## config.mk

```make
export PLATFORM = sky130hd
export DESIGN_NAME = channel_window_credit_tracker
export DESIGN_NICKNAME = d
export VERILOG_FILES = /design/src/rtl/cwct_pkg.sv /design/src/rtl/channel_window_credit_tracker.sv
export SDC_FILE = /design/constraint.sdc
export NUM_CORES = 1
export LEC_CHECK = 0
export BUFFER_PORTS_ARGS = -buffer_cell sky130_fd_sc_hd__clkbuf_2
export CORE_ASPECT_RATIO = 1.4
export CORE_MARGIN = 1.5
export CORE_UTILIZATION = 62
export CTS_CLUSTER_SIZE = 40
export DETAILED_ROUTE_END_ITERATION = 16
export GPL_TIMING_DRIVEN = 0
export PLACE_DENSITY = 0.82
export SYNTH_ARGS = -nofsm -noshare
export SYNTH_HDL_FRONTEND = slang
export SYNTH_SLANG_ARGS = --single-unit
export TNS_END_PERCENT = 50
```

## constraint.sdc

```tcl
create_clock -name clk -period 11.7 [get_ports clk]
set_clock_uncertainty 0.2 [all_clocks]
set_input_delay 1.755 -clock clk [delete_from_list [all_inputs] [get_ports clk]]
set_output_delay 1.755 -clock clk [all_outputs]
set_load 0.02 [all_outputs]
```

## src/rtl/cwct_pkg.sv

```systemverilog
package cwct_pkg;

  localparam int unsigned WinW = 32;

  // reset values of the configuration registers and latches
  localparam logic [WinW-1:0] LocalWindowRst = 32'd2097152;
  localparam logic [WinW-1:0] InitPeerRst    = 32'd0;
  localparam logic [WinW-1:0] PeerMaxPktRst  = 32'd32768;

  // request operation codes
  typedef enum logic [2:0] {
    OP_INIT         = 3'd0,
    OP_RECEIVE      = 3'd1,
    OP_LOCAL_CREDIT = 3'd2,
    OP_SEND         = 3'd3,
    OP_PEER_ADJUST  = 3'd4
  } op_t;

  // configuration register indexes
  typedef enum logic [1:0] {
    CFG_LOCAL_WINDOW = 2'd0,
    CFG_INIT_PEER    = 2'd1,
    CFG_PEER_MAX_PKT = 2'd2
  } cfg_idx_t;

endpackage

```

## src/rtl/channel_window_credit_tracker.sv

```systemverilog
// channel     | direction | handshake         | payload
// ------------+-----------+-------------------+----------------------------------------
// in_         | request   | in_valid/in_stall | in_op, in_amount
// out_        | result    | out_valid/out_stall | accepted, send_cap, replenish, levels
// cfg_        | write     | cfg_we            | cfg_index, cfg_wdata
//
// a request sits in the input register, then its window update and result
// are formed in one pass and land in the result register; one request per
// cycle sustained while out_stall does not hold the result register.
// synchronous active-low reset restores the configured defaults and both windows.
// out_stall holds the result register and, when the input register is also
// full, raises in_stall in the same cycle.
module channel_window_credit_tracker (
  input  logic                  clk,
  input  logic                  rst_n,
  input  logic                  in_valid,
  output logic                  in_stall,
  input  logic [2:0]            in_op,
  input  logic [cwct_pkg::WinW-1:0] in_amount,
  output logic                  out_valid,
  input  logic                  out_stall,
  output logic                  out_accepted,
  output logic [cwct_pkg::WinW-1:0] out_send_cap,
  output logic                  out_replenish_due,
  output logic [cwct_pkg::WinW-1:0] out_replenish_amount,
  output logic [cwct_pkg::WinW-1:0] out_local_level,
  output logic [cwct_pkg::WinW-1:0] out_peer_level,
  input  logic                  cfg_we,
  input  logic [1:0]            cfg_index,
  input  logic [cwct_pkg::WinW-1:0] cfg_wdata
);
  import cwct_pkg::*;

  // configuration registers
  logic [WinW-1:0] local_window_r;
  logic [WinW-1:0] init_peer_r;
  logic [WinW-1:0] peer_max_pkt_r;

  // channel state
  logic [WinW-1:0] local_left_r, local_left_nxt;
  logic [WinW-1:0] peer_left_r, peer_left_nxt;
  logic [WinW-1:0] full_size_r, full_size_nxt;
  logic [WinW-1:0] max_pkt_r, max_pkt_nxt;

  // input register
  logic            s1_valid_r;
  logic [2:0]      op_r;
  logic [WinW-1:0] amount_r;

  // result register
  logic            out_valid_r;
  logic            accepted_r;
  logic [WinW-1:0] send_cap_r;
  logic            due_r;
  logic [WinW-1:0] topup_r;
  logic [WinW-1:0] local_out_r;
  logic [WinW-1:0] peer_out_r;

  logic            out_free;
  logic            fire;
  logic            accepted;
  logic [WinW:0]   local_sum;
  logic [WinW:0]   peer_sum;
  logic [WinW-1:0] cap_window;
  logic [WinW-1:0] cap_a;
  logic [WinW-1:0] send_cap;
  logic            due;
  logic [WinW-1:0] topup;

  // pipeline flow control
  assign out_free = !out_valid_r || !out_stall;
  assign fire     = s1_valid_r && out_free;
  assign in_stall = s1_valid_r && !out_free;

  // configuration writes
  always_ff @(posedge clk) begin
    if (!rst_n) begin
      local_window_r <= LocalWindowRst;
      init_peer_r    <= InitPeerRst;
      peer_max_pkt_r <= PeerMaxPktRst;
    end else if (cfg_we) begin
      case (cfg_idx_t'(cfg_index))
        CFG_LOCAL_WINDOW: local_window_r <= cfg_wdata;
        CFG_INIT_PEER:    init_peer_r    <= cfg_wdata;
        CFG_PEER_MAX_PKT: peer_max_pkt_r <= cfg_wdata;
        default: ;
      endcase
    end
  end

  // input register
  always_ff @(posedge clk) begin
    if (!rst_n) begin
      s1_valid_r <= 1'b0;
    end else if (!in_stall) begin
      s1_valid_r <= in_valid;
    end
  end

  always_ff @(posedge clk) begin
    if (!in_stall && in_valid) begin
      op_r     <= in_op;
      amount_r <= in_amount;
    end
  end

  // saturating sums for credit and peer adjust
  assign local_sum = {1'b0, local_left_r} + {1'b0, amount_r};
  assign peer_sum  = {1'b0, peer_left_r} + {1'b0, amount_r};

  // window update per operation
  always_comb begin
    local_left_nxt = local_left_r;
    peer_left_nxt  = peer_left_r;
    full_size_nxt  = full_size_r;
    max_pkt_nxt    = max_pkt_r;
    accepted       = 1'b0;
    case (op_t'(op_r))
      OP_INIT: begin
        local_left_nxt = local_window_r;
        full_size_nxt  = local_window_r;
        peer_left_nxt  = init_peer_r;
        max_pkt_nxt    = peer_max_pkt_r;
      end
      OP_RECEIVE: begin
        if (amount_r <= local_left_r) begin
          local_left_nxt = local_left_r - amount_r;
          accepted       = 1'b1;
        end
      end
      OP_LOCAL_CREDIT: begin
        local_left_nxt = local_sum[WinW] ? {WinW{1'b1}} : local_sum[WinW-1:0];
      end
      OP_SEND: begin
        if (amount_r <= peer_left_r && amount_r <= max_pkt_r) begin
          peer_left_nxt = peer_left_r - amount_r;
          accepted      = 1'b1;
        end
      end
      OP_PEER_ADJUST: begin
        peer_left_nxt = peer_sum[WinW] ? {WinW{1'b1}} : peer_sum[WinW-1:0];
      end
      default: ;
    endcase
  end

  // send cap: a send sees the peer window before its own update
  assign cap_window = (op_t'(op_r) == OP_SEND) ? peer_left_r : peer_left_nxt;
  assign cap_a      = (amount_r < cap_window) ? amount_r : cap_window;
  assign send_cap   = (cap_a < max_pkt_nxt) ? cap_a : max_pkt_nxt;

  // replenish below half of the full window
  assign due   = local_left_nxt < (full_size_nxt >> 1);
  assign topup = due ? (full_size_nxt - local_left_nxt) : '0;

  // channel state update
  always_ff @(posedge clk) begin
    if (!rst_n) begin
      local_left_r <= LocalWindowRst;
      peer_left_r  <= '0;
      full_size_r  <= LocalWindowRst;
      max_pkt_r    <= PeerMaxPktRst;
    end else if (fire) begin
      local_left_r <= local_left_nxt;
      peer_left_r  <= peer_left_nxt;
      full_size_r  <= full_size_nxt;
      max_pkt_r    <= max_pkt_nxt;
    end
  end

  // result register
  always_ff @(posedge clk) begin
    if (!rst_n) begin
      out_valid_r <= 1'b0;
    end else if (out_free) begin
      out_valid_r <= s1_valid_r;
    end
  end

  always_ff @(posedge clk) begin
    if (fire) begin
      accepted_r  <= accepted;
      send_cap_r  <= send_cap;
      due_r       <= due;
      topup_r     <= topup;
      local_out_r <= local_left_nxt;
      peer_out_r  <= peer_left_nxt;
    end
  end

  assign out_valid            = out_valid_r;
  assign out_accepted         = accepted_r;
  assign out_send_cap         = send_cap_r;
  assign out_replenish_due    = due_r;
  assign out_replenish_amount = topup_r;
  assign out_local_level      = local_out_r;
  assign out_peer_level       = peer_out_r;

endmodule
```

======== Word-level counts from Yosys, hierarchy flattened ========
Index checks and enable logic that the tools add are counted.
word-level totals
  output and inout bits ................... 132
  logic and storage cells ................. 62
  flip-flop bits (word level) ............. 391
cells by class
  reductions and logical operators ........ 14
  add/subtract/negate cells ............... 5
  multiplexer cells ....................... 14
  $lt $le $gt $ge ......................... 6
  eq/ne operators ......................... 6
operators by type and width
  kind                                           number
  2-to-1 mux 32 bit                              9
  one-hot mux 32 bit (3 select lines)            2
  <= comparator 32 bit                           3
  subtractor 32 bit                              3
  adder 32 x 32 -> 33 bit                        2
  less-than comparator 32 bit                    2
  less-than comparator 32 x 31 -> 1 bit          1
  == test 3 x 2 -> 1 bit, second input constant  2
  AND reduction 2 bit                            3
  logical AND 1 bit                              4
  logical NOT 1 bit                              4
  == test 3 x 1 -> 1 bit, second input constant  1
  == test 3 bit, second input constant           1
  logical NOT 3 bit                              1
  == test 2 x 1 -> 1 bit, second input constant  1
  == test 2 bit, second input constant           1
  logical NOT 2 bit                              1
  2-to-1 mux 1 bit                               2
  one-hot mux 1 bit (2 select lines)             1
  logical OR 1 bit                               1

======== Longest topological paths before layout ========
  depth after elaboration ................. 9
  mapped depth ............................ 41

======== Least setup slack after synthesis ========
Ideal clock, no wire load.
  path kind ............................... reg2reg
  start point ............................. register amount_r[0]
  end point ............................... register send_cap_r[18], in the netlist out_send_cap[18] (data pin)
  arrival ................................. 7.898 ns
  setup time .............................. 0.260 ns
  clock period less this slack ............ 8.359 ns
  required time ........................... 11.240 ns
  buffers on the path ..................... 3
  path slack .............................. 3.341 ns
  cell stages (with the launch flop) ...... 39
  path through ............................ edfxtp_1 > ha_1 > fa_1 > nor2b_1 > o211ai_2 > a31oi_1 > or3_4 > nand4b_2 > and2_1 > buf_2 > a21oi_1 > a221oi_1 > a21o_1 > ha_1 > a21o_1 > a21o_1 > a21oi_1 > inv_1 > [3 not listed] > a31oi_4 > inv_2 > buf_4 > mux2i_1 > inv_1 > ha_1 > a21o_1 > a21o_1 > a21o_1 > a21o_1 > a21o_1 > a2111o_1 > a21o_1 > nor3b_1 > a21oi_2 > o31ai_4 > buf_6 > mux2_4
between the ends
  word-level cells in the longest chain between the ends .. 9
  elaborated cells between the ends (all ways) .. 13
RTL lines
  what                                 line                                  RTL
  start, declared                      channel_window_credit_tracker.sv:48   logic [WinW-1:0] amount_r;
  start signal, assigned               channel_window_credit_tracker.sv:103  amount_r <= in_amount;
  <= comparator 32 bit                 channel_window_credit_tracker.sv:135  if (amount_r <= peer_left_r && amount_r <= max_pkt_r) begin
  logical AND 1 bit                    channel_window_credit_tracker.sv:135
  2-to-1 mux 32 bit                    channel_window_credit_tracker.sv:135
  one-hot mux 32 bit (3 select lines)  channel_window_credit_tracker.sv:118  case (op_t'(op_r))
  2-to-1 mux 32 bit                    channel_window_credit_tracker.sv:148  assign cap_window = (op_t'(op_r) == OP_SEND) ? peer_left_r : peer_left_nxt;
  less-than comparator 32 bit          channel_window_credit_tracker.sv:149  assign cap_a = (amount_r < cap_window) ? amount_r : cap_window;
  2-to-1 mux 32 bit *                  channel_window_credit_tracker.sv:149
  less-than comparator 32 bit          channel_window_credit_tracker.sv:150  assign send_cap = (cap_a < max_pkt_nxt) ? cap_a : max_pkt_nxt;
  2-to-1 mux 32 bit *                  channel_window_credit_tracker.sv:150
  via send_cap[18]                     channel_window_credit_tracker.sv:66   logic [WinW-1:0] send_cap;
  end signal, assigned                 channel_window_credit_tracker.sv:183  send_cap_r <= send_cap;
  end, declared                        channel_window_credit_tracker.sv:53   logic [WinW-1:0] send_cap_r;
The timed path passes the listed nets; every way through them passes the cells marked *.
A chain may end at the register's enable or synchronous reset.

======== Worst setup path after layout ========
  start point ............................. register max_pkt_r[31]
  end point ............................... register send_cap_r[18], in the netlist out_send_cap[18] (data pin)
between the ends
  word-level cells in the longest chain between the ends .. 9
  elaborated cells between the ends (all ways) .. 10
RTL lines
  what                                 line                                  RTL
  start, declared                      channel_window_credit_tracker.sv:43   logic [WinW-1:0] max_pkt_r, max_pkt_nxt;
  start signal, assigned               channel_window_credit_tracker.sv:162  max_pkt_r <= PeerMaxPktRst;
  start signal, assigned               channel_window_credit_tracker.sv:167  max_pkt_r <= max_pkt_nxt;
  <= comparator 32 bit                 channel_window_credit_tracker.sv:135
  logical AND 1 bit                    channel_window_credit_tracker.sv:135
  2-to-1 mux 32 bit                    channel_window_credit_tracker.sv:135
  one-hot mux 32 bit (3 select lines)  channel_window_credit_tracker.sv:118
  2-to-1 mux 32 bit                    channel_window_credit_tracker.sv:148
  less-than comparator 32 bit          channel_window_credit_tracker.sv:149
  2-to-1 mux 32 bit                    channel_window_credit_tracker.sv:149
  less-than comparator 32 bit          channel_window_credit_tracker.sv:150
  2-to-1 mux 32 bit *                  channel_window_credit_tracker.sv:150
  via send_cap[18]                     channel_window_credit_tracker.sv:66
Marks and branches as above.

==> results.json <==
{
  "first_pass_iters": 8,
  "cts_buffer_depth": 3,
  "clockRootBuffer": "clkbuf_16",
  "tightestPinTransition_ns": 1.63,
  "end_kind": "flip-flop",
  "slowest_stage": "nor4_1",
  "core_area_um2": 45000,
  "timing.rr.end": "out_send_cap[18]",
  "fin_crit_ns": 11.81,
  "crit_top_cell": "a21o_1",
  "failed_checks": "max-capacitance violations, max-slew violations, negative setup slack",
  "async_flop_share_pct": 0,
  "whs_endpoint": "local_window_r[19]",
  "drive_gt1_share_pct": 12.3,
  "worstSetupStartpointType": "flip-flop",
  "ys.flop_type": "dfxtp_1",
  "cp.arrival_ns": 11.93,
  "ios": 206,
  "finalWorstSetupSlack_ns": -0.108,
  "grt_overflow": 0,
  "hold_class": "flip-flop to flip-flop",
  "vias_per_cell": 6.68,
  "rr_startpoint": "max_pkt_r[31]",
  "wl_um": 114000,
  "final_cell_area_um2": 31500,
  "whs_path_depth": 2,
  "synthCells": 3332,
  "criticalPathCategory": "flip-flop to flip-flop",
  "ir_worst_vdd_v": 0.000147,
  "synth_mux_area_share_pct": 3.92,
  "maxCapViolations": 2,
  "crit_required_ns": 11.82,
  "reg2regPathDepth": 38,
  "netlist.area_leader.share_pct": 17.5,
  "drt-initial-drc-count": 3105,
  "yosys-top-cells-area": "edfxtp_1 (17%), dfxtp_1 (16%), ha_1 (13%), a21oi_1 (6.7%), nand2_1 (4.5%)",
  "critical_path.max_stage_delay_ns": 1.24,
  "setup-violations-final": 5,
  "fin_crit_sh_pct": 101,
  "die_w_um": 184,
  "synth-simple-area-share_pct": 16.7,
  "finish.utilization_pct": 70.0,
  "power_leakage_uw": 0.0139,
  "synth_seq_cells": 391,
  "start_util_pct": 62.9,
  "synth_compound_area_share_pct": 23.4,
  "die_y_um": 256,
  "vias": 28224,
  "grt_pass1_vias": 27732,
  "synth.yosys.warnings": 0,
  "cts_num_sinks": 391,
  "synth_seq_area_share_pct": 33.5,
  "synthToLayoutAreaGrowth_pct": 11.3,
  "place_area_um2": 30200,
  "grt_pass1_wl_um": 167000,
  "power_uw": 4410,
  "rsz0062_at_grt": "no",
  "io_buffers": 204,
  "timing_hold_violations_final": 0,
  "clk_latency_ns": 0.59,
  "power_density_nw_per_um2": 140,
  "yosysTopAreaCell": "edfxtp_1",
  "synth_fa_ha_area_share_pct": 12.9,
  "relSlewSlack_pct": -8.69,
  "gp_congestion": 1.10,
  "rows": 92,
  "synth_top_family_by_area": "compound AO/OA/AOI/OAI gates",
  "detailed_place_hpwl_um": 88300,
  "r2r_setup_slack_ns": -0.11,
  "cts.clk_slew.worst_paths_ns": 0.07,
  "grt_max_degree": 74,
  "num-fill-cells": 3481,
  "hp-start": "local_window_r[19]",
  "cts-buffers-inserted": 39,
  "drv_slew": 16,
  "synthDistinctLibCells": 100,
  "syn_area_um2": 28300,
  "die_area_um2": 47000,
  "antenna_found_initial": 3,
  "fmax_mhz": 84.7,
  "grt_usage_pct": 47.8,
  "crit_fanout": 10,
  "post_cts_buffers": 0,
  "synth_edf_count": 165,
  "antenna_left": 0,
  "status": "finished with violations",
  "detail_route.wl_per_cell_um": 27.0,
  "final_nets": 3942,
  "synth_xor_area_share_pct": 3.68,
  "remaining_drc_errors": 0,
  "holdBufCountCts": 0,
  "synth_nets": 3694,
  "syn_area_per_cell_um2": 8.50,
  "htreeDepth": 2,
  "cts_tree": "built"
}
placed cells by master, fill, tap and decap left out, drive strengths merged, types with 12 or more instances in the layout:
cell type and count:
a31oi 48, dfxtp 226, a2111oi 23, a21o 76
and2 32, nand2 340, a211oi 82, o21ai 162
nor2 287, nor3 79, clkbuf 372, o21a 21
nand4 35, or2 16, xor2 35, a221oi 14
nand3 41, o21bai 28, buf 60, mux2i 96
and3 14, nor4 19, inv 252, mux2 12
a21oi 384, o211ai 20, nand2b 35, xnor2 84
ha 283, or3 30, o31ai 21, edfxtp 165
a21boi 22, nor2b 29
stage by stage:
| stage | worst slack, ns | hold WS, ns | cells | TNS, ns |
|---|---|---|---|---|
| 3_5_place_dp | 0.713 | 0.243 | 4150 | 0 |
| 5_1_grt | 0.000426 | 0.266 | 4220 | 0 |
| 6_report | -0.108 | 0.250 | 4225 | -0.410 |
| 4_1_cts | 0.580 | 0.251 | 4220 | 0 |
| 2_1_floorplan | 3.34 | 0.232 | 3332 | 0 |
| 3_3_place_gp | 0.875 | 0.238 | 4147 | 0 |
logic make-up (layout without fill, tap and decap cells):
group                      count (synthesis)  after routing
muxes                                    108            108
other                                      0              5
buffers and inverters                    427            704
adders and majority gates                288            288
AOI/OAI and AO/OA                       1009           1009
xor gates and xnor gates                 119            119
and+or+nand+nor                          990            990
DFF                                      391            391
critical path, delay by kind of cell, from the launching register on:
kind	cells	cell delay [ns]
adders and majority gates	3	0.84
muxes	2	0.62
and+or+nand+nor	7	2.96
buffers and inverters	8	1.63
AOI/OAI and AO/OA	18	4.80
DFF	1	0.47
where the power goes:
| group | internal (µW) | switching, µW | total (µW) |
|---|---|---|---|
| clock | 765 | 583 | 1350 |
| sequential | 1540 | 74.7 | 1610 |
| combinational | 512 | 931 | 1440 |
| total | 2820 | 1590 | 4410 |
how the worst max path moves through the flow:
stage	from	end	slack (ns)	depth (start not counted)
6_report	max_pkt_r[31]	out_send_cap[18]	-0.11	38
5_1_grt	amount_r[11]	out_send_cap[18]	0.0004	40
4_1_cts	amount_r[11]	out_send_cap[18]	0.58	40
3_5_place_dp	op_r[0]	out_send_cap[18]	0.71	30
3_3_place_gp	op_r[0]	out_send_cap[22]	0.88	30
2_1_floorplan	amount_r[0]	out_send_cap[18]	3.34	38
synthesized netlist by cell type (all sizes together), types with 21 or more instances:
library cell  instances
a21oi               384
nand2               340
nor2                287
ha                  283
inv                 251
dfxtp               226
edfxtp              165
o21ai               162
clkbuf              117
mux2i                96
xnor2                84
a211oi               82
nor3                 79
a21o                 76
buf                  58
a31oi                48
nand3                41
nand2b               35
nand4                35
xor2                 35
and2                 32
or3                  30
nor2b                29
o21bai               28
a2111oi              23
a21boi               22
o21a                 21
o31ai                21
layout make-up:
| class | instances | area (µm²) | share of cell area [%] |
|---|---|---|---|
| clock buffer | 50 | 1080 | 3.43 |
| sequential | 391 | 9480 | 30.1 |
| buffer | 175 | 772 | 2.45 |
| inverter | 252 | 946 | 3.00 |
| multi-input combinational | 2514 | 17100 | 54.4 |
| antenna | 5 | 12.5 | 0.0397 |
| clock inverter | 20 | 235 | 0.746 |
| timing repair buffer | 207 | 1100 | 3.48 |
| tap | 611 | 764 | 2.43 |
routing by layer:
layer	vias to the layer above	GRT usage (%)	share of wire (%)
li1	12465	-	-
met2	2016	77.1	46
met5	-	0	0
met3	573	10.3	10
met1	13170	53.8	35
met4	0	39.5	9.5
what timing repair did:
item                       CTS  global route
setup endpoints to repair    0             3
hold endpoints to repair     0             0
resized for setup            0             2
(Power assumes the default switching activity.)
